--- src/hdl/text_console_character_engine_core_defines.svh ---
// ----------------------------------------------------------------------------
// Text console character engine assertion macros
// Simulation-only assertion wrappers; they expand to nothing in synthesis.
// ----------------------------------------------------------------------------
`ifndef TEXT_CONSOLE_CHARACTER_ENGINE_CORE_DEFINES_SVH
`define TEXT_CONSOLE_CHARACTER_ENGINE_CORE_DEFINES_SVH
`ifndef SYNTHESIS
`define TCCE_ASSERT_IMP(label, clk, rst_n, ante, cons) \
    label: assert property (@(posedge clk) disable iff (!rst_n) (ante) |-> (cons)) \
        else $error("text console engine assertion failed");
`define TCCE_ASSERT_NEXT(label, clk, rst_n, ante, cons) \
    label: assert property (@(posedge clk) disable iff (!rst_n) (ante) |=> (cons)) \
        else $error("text console engine assertion failed");
`else
`define TCCE_ASSERT_IMP(label, clk, rst_n, ante, cons)
`define TCCE_ASSERT_NEXT(label, clk, rst_n, ante, cons)
`endif
`endif

--- src/hdl/tcce_pkg.sv ---
// ----------------------------------------------------------------------------
// Text console character engine package
// Screen geometry, operation and register codes, and controller interface types.
// ----------------------------------------------------------------------------
package tcce_pkg;

    localparam int COLUMNS = 80;
    localparam int ROWS    = 25;
    localparam int CELLS   = COLUMNS * ROWS;

    localparam int ADDR_W  = 11;
    localparam int COL_W   = 7;
    localparam int ROW_W   = 5;
    localparam int CELL_W  = 16;
    localparam int COLOR_W = 4;
    localparam int CFG_IDX_W = 2;

    localparam logic [1:0] FUNC_PUT   = 2'd0;
    localparam logic [1:0] FUNC_CLEAR = 2'd1;
    localparam logic [1:0] FUNC_READ  = 2'd2;

    localparam logic [CFG_IDX_W-1:0] REG_FOREGROUND = 2'd0;
    localparam logic [CFG_IDX_W-1:0] REG_BACKGROUND = 2'd1;

    localparam logic [7:0] CH_LF        = 8'h0A;
    localparam logic [7:0] CH_CR        = 8'h0D;
    localparam logic [7:0] CH_BS        = 8'h08;
    localparam logic [7:0] CH_SPACE     = 8'h20;

    localparam logic [CELL_W-1:0] RESET_CELL = 16'h0720;
    localparam logic [COLOR_W-1:0] RESET_FOREGROUND = 4'h7;
    localparam logic [COLOR_W-1:0] RESET_BACKGROUND = 4'h0;

    typedef struct packed {
        logic accept;
        logic copy_step;
        logic fill_step;
        logic fill_init;
        logic cnt_inc;
        logic cnt_zero;
        logic load_out;
    } ctrl_cmd_t;

    typedef struct packed {
        logic acc_clear;
        logic acc_scroll;
        logic cnt_copy_end;
        logic cnt_last;
    } dp_status_t;

endpackage

--- src/hdl/tcce_ctrl.sv ---
// ----------------------------------------------------------------------------
// Text console character engine controller
// Sequences the clearing pass, item execution, scroll copy, fills and result hand-off.
// ----------------------------------------------------------------------------
module tcce_ctrl
    import tcce_pkg::*;
(
    input  logic       clk,
    input  logic       rst_n,
    input  logic       in_valid,
    output logic       in_ready,
    output logic       out_valid,
    input  logic       out_ready,
    input  dp_status_t status,
    output ctrl_cmd_t  cmd
);

    typedef enum logic [2:0] {
        ST_INIT,
        ST_IDLE,
        ST_COPY,
        ST_FILL,
        ST_EMIT
    } state_t;

    state_t state_reg, state_next;
    logic   in_ready_reg, in_ready_next;
    logic   out_valid_reg, out_valid_next;

    always_comb
    begin
        cmd        = '0;
        state_next = state_reg;
        case (state_reg)
            ST_INIT:
            begin
                cmd.fill_init = 1'b1;
                cmd.cnt_inc   = 1'b1;
                if (status.cnt_last)
                begin
                    cmd.cnt_zero = 1'b1;
                    state_next   = ST_IDLE;
                end
            end
            ST_IDLE:
            begin
                if (in_valid && in_ready_reg)
                begin
                    cmd.accept = 1'b1;
                    if (status.acc_clear)
                    begin
                        state_next = ST_FILL;
                    end
                    else if (status.acc_scroll)
                    begin
                        state_next = ST_COPY;
                    end
                    else
                    begin
                        state_next = ST_EMIT;
                    end
                end
            end
            ST_COPY:
            begin
                cmd.copy_step = 1'b1;
                if (status.cnt_copy_end)
                begin
                    state_next = ST_FILL;
                end
                else
                begin
                    cmd.cnt_inc = 1'b1;
                end
            end
            ST_FILL:
            begin
                cmd.fill_step = 1'b1;
                cmd.cnt_inc   = 1'b1;
                if (status.cnt_last)
                begin
                    cmd.cnt_zero = 1'b1;
                    state_next   = ST_EMIT;
                end
            end
            ST_EMIT:
            begin
                if (!out_valid_reg || out_ready)
                begin
                    cmd.load_out = 1'b1;
                    state_next   = ST_IDLE;
                end
            end
            default:
            begin
                state_next = ST_INIT;
            end
        endcase
        in_ready_next = (state_next == ST_IDLE);
        if (cmd.load_out)
        begin
            out_valid_next = 1'b1;
        end
        else if (out_ready)
        begin
            out_valid_next = 1'b0;
        end
        else
        begin
            out_valid_next = out_valid_reg;
        end
    end

    always_ff @(posedge clk or negedge rst_n)
    begin
        if (!rst_n)
        begin
            state_reg     <= ST_INIT;
            in_ready_reg  <= 1'b0;
            out_valid_reg <= 1'b0;
        end
        else
        begin
            state_reg     <= state_next;
            in_ready_reg  <= in_ready_next;
            out_valid_reg <= out_valid_next;
        end
    end

    assign in_ready  = in_ready_reg;
    assign out_valid = out_valid_reg;

endmodule

--- config.mk ---
export PLATFORM = sky130hd
export DESIGN_NAME = tcce_ctrl
export DESIGN_NICKNAME = d
export VERILOG_FILES = /design/src/hdl/text_console_character_engine_core_defines.svh /design/src/hdl/tcce_pkg.sv /design/src/hdl/tcce_ctrl.sv
export SDC_FILE = /design/constraint.sdc
export NUM_CORES = 1
export LEC_CHECK = 0
export ABC_AREA = 1
export BUFFER_PORTS_ARGS = -buffer_cell sky130_fd_sc_hd__buf_4
export CORE_AREA = 4 4 41 43
export DETAILED_ROUTE_END_ITERATION = 10
export DIE_AREA = 0 0 45 47
export SYNTH_ARGS = -nofsm -noshare
export SYNTH_HDL_FRONTEND = slang
export SYNTH_SLANG_ARGS = --single-unit
--- constraint.sdc ---
create_clock -name clk -period 1.8 [get_ports clk]
set_clock_uncertainty 0.05 [all_clocks]
set_input_delay 0.36 -clock clk [delete_from_list [all_inputs] [get_ports clk]]
set_output_delay 0.36 -clock clk [all_outputs]
set_load 0.02 [all_outputs]
==> reports/metrics.yaml, run 1 <==
status: "finished clean"
netlist_area_um2: 340
drive_above_1_share_pct: 45.7
yosys_warnings: 0
critPathTopFamily: "flip-flops"
path_cells: "inv_2 > nand3_1 > o211ai_1 > buf_4"
hold_start: "status[0]"
largest_reg_flops: 3
die_height_um: 47
grt_max_degree: 6
fin_nets: 79
antenna_found_initial: 0
min_period_over_period_pct: 93.3
ys_types: 17
ir_drop_v: 0.000521
core-area_um2: 1300
setup_viol: 0
final_cell_mix: "buf_4 (18), inv_1 (11), nand2_1 (10)"
ys_ff_latch: 5
crit_arrival_ns: 1.27
final_common_cell: "buf_4"
htreeDepth: 1
clk_latency_ns: 0.24
hold_depth: 3
end_kind: "output port"
cts_tree: "yes"
max_freq_mhz: 596
min_to: "state_reg[2]$_DFF_PN0_"
root_buffer: "clkbuf_4"
cts.sinks: 5
fin_tns_setup_ns: 0
power_density_nw_per_um2: 1590
drtIter0Drc: 2
crit_type: "reg2out"
grt_pass1_vias: 344
min_path_type: "in2reg"
cp_slowest_stage_delay_ns: 0.43
worstPathMaxFanout: 5
area_growth_pct: 54.8
timing.critical_path.buf_inv: 2
startpoint_type: "flop"
numCtsBuffers: 3
wl_per_cell_um: 8.64
yosysSeqAreaShare_pct: 36.8
syn_area_per_cell_um2: 7.09
dp_hpwl_um: 627
synthCells: 48
relSlewSlack_pct: 87.4
initial_utilization_pct: 26.2
boundaryPins: 17
num_antenna_cells: 0
grt_overflow: 0
top_usage_layer: "met2"
viasPerCell: 4.20
hold_viol_final: 0
gp_congestion: 0.688
tightest_slew_ns: 0.190
rsz0062_at_grt: "no"
cp_slowest_cell: "dfrtp_1"
portBuffers: 16
clkTransAtPathRegs_ns: 0.04
drv_cap: 0
firstDrtPassIters: 3
finalInstanceArea_um2: 527
fillerInstances: 152
use_met3_pct: 2.68
drv_slew: 0
vias: 357
die-area_um2: 2120
reg2regPathDepth: 6
clockBufferDepth: 2
dpl_cell_area_um2: 472
reg2reg_from: "state_reg[2]$_DFF_PN0_"
use_met2_pct: 13.8
routed_wl_um: 734
reg2reg_to: "in_ready$_DFF_PN0_"
critPathRequiredTime_ns: 1.39
synth_fp_nets: 56
ant_nets: 0
met1_usage_pct: 9.47
rows: 13
drc: 0
ff2ff_setup_slack_ns: 0.69
gr-usage-all-layers_pct: 8.90
die_w_um: 45
grt_pass1_wl_mm: 1.30
p_leak_nw: 0.321
period_minus_slack_ns: 1.68
## worst max-delay path by stage
stage / cells past startpoint / to / from / slack, ns
6_report: 4 / cmd[2] / state_reg[2]$_DFF_PN0_ / 0.12
5_1_grt: 4 / cmd[2] / state_reg[2]$_DFF_PN0_ / 0.04
4_1_cts: 4 / cmd[1] / state_reg[1]$_DFF_PN0_ / 0.07
3_5_place_dp: 4 / cmd[1] / state_reg[1]$_DFF_PN0_ / 0.34
3_3_place_gp: 4 / cmd[1] / state_reg[1]$_DFF_PN0_ / 0.36
2_1_floorplan: 4 / cmd[1] / state_reg[1]$_DFF_PN0_ / 0.16
## per-stage QoR
| step | total power, mW | setup WS [ns] | util (%) | cells | hold slack [ns] |
|---|---|---|---|---|---|
| 2_1_floorplan | 0.510 | 0.158 | - | 48 | 0.0144 |
| 3_3_place_gp | 0.680 | 0.361 | 36.3 | 78 | 0.113 |
| 3_5_place_dp | 0.680 | 0.343 | 36.3 | 78 | 0.116 |
| 4_1_cts | 0.821 | 0.0736 | 39.0 | 83 | 0.316 |
| 5_1_grt | 0.922 | 0.0358 | 40.5 | 85 | 0.321 |
| 6_report | 0.837 | 0.121 | 40.5 | 85 | 0.323 |
## final cells by class
| cell class | instances | area [um^2] | share of cell area (%) |
|---|---|---|---|
| Timing Repair Buffer | 19 | 145 | 27.6 |
| Multi-Input combinational cell | 30 | 165 | 31.4 |
| Sequential cell | 5 | 126 | 24.0 |
| Tap cell | 15 | 18.8 | 3.56 |
| Clock buffer | 4 | 26.3 | 4.99 |
| Inverter | 12 | 45.0 | 8.55 |
## tightest hold or removal path, cell delays in order
cell and delay [ns]:
buf_4 0.09, a21oi_1 0.06, o21ai_1 0.06
## kinds of logic after synthesis
group | share of synthesized area, %
flops | 36.8
buf+inv | 15.4
simple gates | 41.2
compound gates | 6.61
## synthesized netlist by cell type
master	n	area, um^2
nand3_2	2	20.0
nor2_1	2	7.51
nand2_2	2	12.5
nor2_2	3	18.8
o211ai_1	1	7.51
or2_1	1	6.26
dfrtp_1	5	125
a21oi_1	1	5.00
nand3_1	4	20.0
inv_2	1	3.75
nor2_4	1	11.3
nand2_1	10	37.5
o21ai_1	1	5.00
buf_4	1	7.51
o21ai_0	1	5.00
nand4_1	1	6.26
inv_1	11	41.3
## power by group
part / internal, mW / switching [mW]
Combinational: 0.218 / 0.294
Sequential: 0.157 / 0.0376
Clock: 0.0838 / 0.0463
## what timing repair did
action	CTS	global route
setup buffers	0	2
endpoints found under the setup margin	0	1
resized for setup	0	3
hold endpoints to repair	5	0
hold buffers	1	0
## routing by layer
metal  vias up  part of all wire, %
met5         -                    0
met4         0                  2.3
met3         2                  8.2
met2        11                   48
met1       154                   42
li1        190                    -
Power figures use the tool's default switching activity.
==> inputs of run 2 (changes only) <==
CELL_PAD_IN_SITES_DETAIL_PLACEMENT = 0   (was not set)
CELL_PAD_IN_SITES_GLOBAL_PLACEMENT = 1   (was not set)
CTS_BUF_LIST = sky130_fd_sc_hd__clkbuf_2   (was not set)
PLACE_DENSITY_LB_ADDON = 0.1   (was not set)
==> reports/metrics.yaml, run 2 (synthesis results as in run 1) <==
status: "finished clean"
fin_util_pct: 39.4
grt_overflow: 0
hold_viol_final: 0
die_w_um: 45
min_period_over_period_pct: 92.2
dp_hpwl_um: 660
path_cells: "inv_2 > nand3_1 > o211ai_1 > buf_4"
hold_ws_ns: 0.337
clk_latency_ns: 0.22
setup_viol: 0
crit_arrival_ns: 1.25
numCtsBuffers: 3
period_minus_slack_ns: 1.66
fin_nets: 78
gr-usage-all-layers_pct: 9.03
rows: 13
fillerInstances: 145
top_usage_layer: "met2"
cp_slowest_stage_delay_ns: 0.43
p_leak_nw: 0.317
ir_drop_v: 0.000684
die-area_um2: 2120
viasPerCell: 4.19
tightest_slew_ns: 0.187
root_buffer: "clkbuf_2"
drv_slew: 0
max_freq_mhz: 602
rsz0062_at_grt: "no"
worstPathMaxFanout: 5
cp_slowest_cell: "dfrtp_1"
grt_max_degree: 6
use_met3_pct: 6.13
critPathTopFamily: "flip-flops"
drive_above_1_share_pct: 46.4
clockBufferDepth: 2
routed_wl_um: 774
wl_per_cell_um: 9.21
initial_utilization_pct: 26.2
relSlewSlack_pct: 87.5
num_antenna_cells: 0
largest_reg_flops: 3
drv_cap: 0
final_common_cell: "buf_4"
htreeDepth: 1
drtIter0Drc: 4
cts_tree: "yes"
final_cell_mix: "buf_4 (17), inv_1 (11), nand2_1 (10)"
die_height_um: 47
antenna_found_initial: 0
power_density_nw_per_um2: 1560
startpoint_type: "flop"
dpl_cell_area_um2: 472
fin_tns_setup_ns: 0
boundaryPins: 17
ant_nets: 0
cts.sinks: 5
crit_type: "reg2out"
portBuffers: 16
area_growth_pct: 50.7
use_met2_pct: 13.3
met1_usage_pct: 10.3
min_path_type: "in2reg"
clkTransAtPathRegs_ns: 0.06
firstDrtPassIters: 4
drc: 0
grt_pass1_vias: 340
critPathRequiredTime_ns: 1.39
vias: 352
end_kind: "output port"
grt_pass1_wl_mm: 1.30
core-area_um2: 1300
timing.critical_path.buf_inv: 2
finalInstanceArea_um2: 513
gp_congestion: 0.680
## run 2: worst reg2reg max path, cell delays in order (launching register included)
cell and delay (ns):
dfrtp_1 0.41, buf_4 0.15, nand2_2 0.06, nor2_2 0.04, nand2_1 0.05, nand2_1 0.05
nor2_2 0.15, inv_1 0.05
## run 2: area by class of cell
type                       count  area, um^2  area share (%)
clock buffer                   4        20.0            3.90
inverter                      12        45.0            8.78
multi-input combinational     30         165            32.2
sequential                     5         126            24.6
tap                           15        18.8            3.66
timing repair buffer          18         138            26.8
## run 2: repair_timing
item,CTS,global route
gates resized for setup,0,2
setup buffers,0,1
hold endpoints to repair,5,0
hold buffers,1,0
setup endpoints to repair,0,1
## run 2: worst paths after layout
| kind | start | slack [ns] | depth (start not counted) | endpoint |
|---|---|---|---|---|
| min | status[0] | 0.34 | 3 | state_reg[2]$_DFF_PN0_ |
| max | state_reg[2]$_DFF_PN0_ | 0.14 | 4 | cmd[2] |
| max reg2reg | state_reg[0]$_DFF_PN0_ | 0.68 | 7 | state_reg[0]$_DFF_PN0_ |
| max in group asynchronous | rst_n | 1.15 | 2 | state_reg[1]$_DFF_PN0_ |
| min in group asynchronous | rst_n | 0.43 | 2 | out_valid$_DFFE_PN0P_ |
| min reg2reg | out_valid$_DFFE_PN0P_ | 0.48 | 2 | out_valid$_DFFE_PN0P_ |
## run 2: report_power, final
part           leakage (nW)  internal, mW  switching (mW)
Clock                0.0166        0.0588          0.0462
Sequential           0.0627         0.157          0.0414
Combinational         0.238         0.210           0.289
Total                 0.317         0.425           0.377
## run 2: routing by layer
metal	wire [um]	part of all wire, %
met5	0	0
met4	0	0
met3	95	12
met2	349	45
met1	330	43
## run 2: stage by stage
step	std cells	setup WS [ns]	power, mW
2_1_floorplan	48	0.158	0.510
3_3_place_gp	78	0.349	0.690
3_5_place_dp	78	0.347	0.686
4_1_cts	83	0.0954	0.798
5_1_grt	84	0.00450	0.876
6_report	84	0.140	0.802
